<file path="src/rtl/core/spmf_level_table.sv">
`timescale 1ns / 1ps

module spmf_level_table #(
    parameter int LEVELS = 26,
    parameter int WIDTH  = 22
) (
    input  logic                      i_clk,
    input  logic                      i_rst_n,
    input  logic                      i_rd_en,
    input  logic [$clog2(LEVELS)-1:0] i_rd_addr,
    output logic [WIDTH-1:0]          o_rd_data,
    input  logic                      i_wr_en,
    input  logic [$clog2(LEVELS)-1:0] i_wr_addr,
    input  logic [WIDTH-1:0]          i_wr_data
);

    logic [WIDTH-1:0]  r_mem [LEVELS];
    logic [LEVELS-1:0] r_vld;
    logic [WIDTH-1:0]  r_rd_data;
    logic              r_rd_vld;

    // Write a level record
    always_ff @(posedge i_clk) begin
        if (i_wr_en) begin
            r_mem[i_wr_addr] <= i_wr_data;
        end
    end

    // Mark records written since reset; unwritten ones read as zero
    always_ff @(posedge i_clk) begin
        if (!i_rst_n) begin
            r_vld <= '0;
        end else if (i_wr_en) begin
            r_vld[i_wr_addr] <= 1'b1;
        end
    end

    // Registered read port
    always_ff @(posedge i_clk) begin
        if (i_rd_en) begin
            r_rd_data <= r_mem[i_rd_addr];
            r_rd_vld  <= r_vld[i_rd_addr];
        end
    end

    assign o_rd_data = r_rd_vld ? r_rd_data : '0;

endmodule

</file>
<file path="config.mk">
export PLATFORM = sky130hd
export DESIGN_NAME = spmf_level_table
export DESIGN_NICKNAME = d
export VERILOG_FILES = /design/src/rtl/core/spmf_level_table.sv
export SDC_FILE = /design/constraint.sdc
export NUM_CORES = 1
export LEC_CHECK = 0
export BUFFER_PORTS_ARGS = -buffer_cell sky130_fd_sc_hd__buf_2
export CORE_AREA = 2 2 227 229
export CTS_CLUSTER_SIZE = 12
export DETAILED_ROUTE_END_ITERATION = 6
export DIE_AREA = 0 0 229 231
export GPL_TIMING_DRIVEN = 0
export PLACE_DENSITY = 0.61
export SYNTH_ARGS = -nofsm -noshare
export SYNTH_HDL_FRONTEND = slang
export SYNTH_SLANG_ARGS = --single-unit
</file>
<file path="constraint.sdc">
create_clock -name i_clk -period 2.07 [get_ports i_clk]
set_input_delay 0 -clock i_clk [delete_from_list [all_inputs] [get_ports i_clk]]
set_output_delay 0 -clock i_clk [all_outputs]
set_load 0.01 [all_outputs]
</file>
==> results_dict.tcl <==
set metrics [dict create \
    grt_overflow 0 \
    path_class "reg2out" \
    syn_avg_cell_area_um2 22.26 \
    grt_max_degree 27 \
    nets 1234 \
    synth_warnings 0 \
    max_freq_mhz 567.8 \
    p_per_area_nw_per_um2 934.1 \
    clk_pin_slew_ps 60 \
    finClkSkew_ps 12.26 \
    synth_top_family_by_area "multiplexers" \
    min_period_ps 1761 \
    reg2reg_depth 3 \
    io_buffer_count 53 \
    syn2layout_area_growth_pct 14.49 \
    status "finished clean" \
    synthAdderAreaFrac 0 \
    htreeDepth 2 \
    period_share 0.8508 \
    clkSinkCount 621 \
    die_h_um 231 \
    wire_per_inst_um 26.49 \
    worstSetupStartpointType "flip-flop" \
    clock_path_buffers 3 \
    cts_root_buffer "clkbuf_16" \
    slew-limit-headroom 0.3703 \
    drt-vias-per-instance 5.705 \
    routed-wl-met3_mm 2.754 \
    synth_top_area_cell "edfxtp_1" \
    synth_edf_count 595 \
    cts_tree "built" \
    synth_xor_area_frac 0 \
    final_common_cell "edfxtp_1" \
    met2_length_mm 24.83 \
    grt_first_pass_wirelength_mm 74.46 \
    p_leak_nw 8.379 \
    synth.ff_latch_count 621 \
    min_path_cells 3 \
    synth_compound_area_frac 0.03857 \
    start_util 0.4622 \
    core_area_um2 50680 \
    ys_dominant_reg_cell "edfxtp_1" \
    final_cells 1911 \
    die_x_um 229 \
    drv_slew 0 \
    syn-cell-area_um2 23420 \
    dp_cells 1793 \
    postLayoutCellArea_um2 26810 \
    crit_required_ps 2070 \
    diodes 0 \
    postSynth.asyncResetShare 0 \
    muxShareOfSynthArea 0.1440 \
    antenna_found_initial 0 \
    rows 83 \
    drc 0 \
    tightestPinTransition_ps 942.3 \
    top_layer "met4" \
    grt_usage 0.1937 \
    layout-drive-gt1-share 0.2689 \
    io_pins 58 \
    hold_violations 0 \
    cp.arrival_ps 1760 \
    rsz0062_at_grt "no" \
    finalWirelength_mm 50.62 \
    insertion_delay_ps 610 \
    syn_inst 1052 \
    path_max_fanout 10 \
    max_cap_viol_count 0 \
    ys_seq_area_frac 0.7851 \
    drt-met1-wl_mm 22.19 \
    dp_hpwl_mm 31.32 \
    ant_nets 0 \
    die-area_um2 52900 \
    final_cell_mix "595 x edfxtp_1, 138 x mux4_2, 77 x buf_2" \
    ir_worst_vdd_uv 589.3 \
    placed_area_um2 24890 \
    drtIter0Drc 953 \
    grt_pass1_vias 11130 \
    cts_buffers 59 \
    dr.pass1.iters 5 \
    setup_violations 0 \
    synth.area.top_cells "edfxtp_1 76%, mux4_2 13%, dfxtp_1 2.2%" \
    synth_top_cell_area_share 0.7629 \
    route.vias.total 10900 \
    yosys.area_share.simple 0.01907 \
    synth_cell_types 31 \
    routabilityCongestion 0.7591 \
    cts_setup_buffers 0 \
    crit_path_end_kind "output pin" \
    synth.net_count 1088 \
    hp-class "in2reg" \
]
-- power breakdown --
group	switching [mW]	internal, mW	total (mW)
Combinational	0.772	0.487	1.26
Clock	4.34	5.44	9.78
Sequential	0.0434	14.0	14.0
-- synth_stat cells (2+ instances only) --
library cell and count:
edfxtp_1 595, mux4_2 138, a22oi_1 44, nor2_1 29, dfxtp_1 26, o21a_1 26, buf_2 24, clkbuf_1 24
nand2_1 24, mux2i_1 23, and2_1 22, o211ai_1 22, o221ai_1 22, buf_4 5, buf_6 5, nand3b_1 5
mux2_2 3, or3b_2 2
-- worst paths after layout --
| check | start | endpoint | slack (ps) |
|---|---|---|---|
| setup reg to reg | r_mem[15][13]$_DFFE_PP_ | r_rd_data[13]$_DFFE_PP_ | 330 |
| hold reg to reg | r_vld[21]$_SDFFE_PN0P_ | r_vld[21]$_SDFFE_PN0P_ | 460 |
| hold / removal | i_wr_addr[3] | r_mem[24][3]$_DFFE_PP_ | 130 |
| setup / recovery | r_rd_vld$_DFFE_PP_ | o_rd_data[10] | 310 |
-- timing repair --
item,4_1_cts,5_1_grt
endpoints found under the hold margin,601,0
hold buffers,24,0
resized for setup,0,0
endpoints found under the setup margin,0,0
-- area by class of cell --
type	instances	area, um2
Fill cell	3999	23860
Sequential cell	621	18390
Multi-Input combinational cell	371	4917
Clock buffer	89	1662
Tap cell	680	850.8
Timing Repair Buffer	85	665.6
Buffer	59	307.8
Clock inverter	5	20.02
Inverter	1	3.754
-- worst max-delay path, stage by stage, from the launching register on --
cell and delay [ps]:
edfxtp_1 410, clkbuf_1 340, and2_1 250, buf_2 150
-- registers in the layout, indices dropped and copies added, names as in the netlist --
register / flops
r_mem: 572
r_rd_data: 22
r_rd_vld: 1
r_vld: 26
-- cell families (layout without fill, tap and decap cells) --
family          after synthesis  in the layout
compound gates              117            117
buf+inv                      60            239
flops                       621            621
mux                         164            164
simple gates                 90             90
-- stage by stage --
step                TNS, ps  total power, mW    util  worst slack, ps  hold WS (ps)
floorplan                 0            14.94       -            51.18         98.87
CTS                       0            25.26  0.5291            222.5         89.73
global route              0            25.79  0.5291            180.3         136.0
global placement    -584160            15.45  0.4842            -1454         405.9
finish                    0            25.05  0.5291            308.8         125.1
detailed placement   -17130            15.51  0.4912           -347.0         411.1
-- metal layers --
metal,GRT usage,vias to the layer above
li1,-,4727
met1,0.2781,5834
met2,0.3162,274
met3,0.03174,68
met4,0.04221,0
met5,0,-
(Power assumes the default switching activity.)
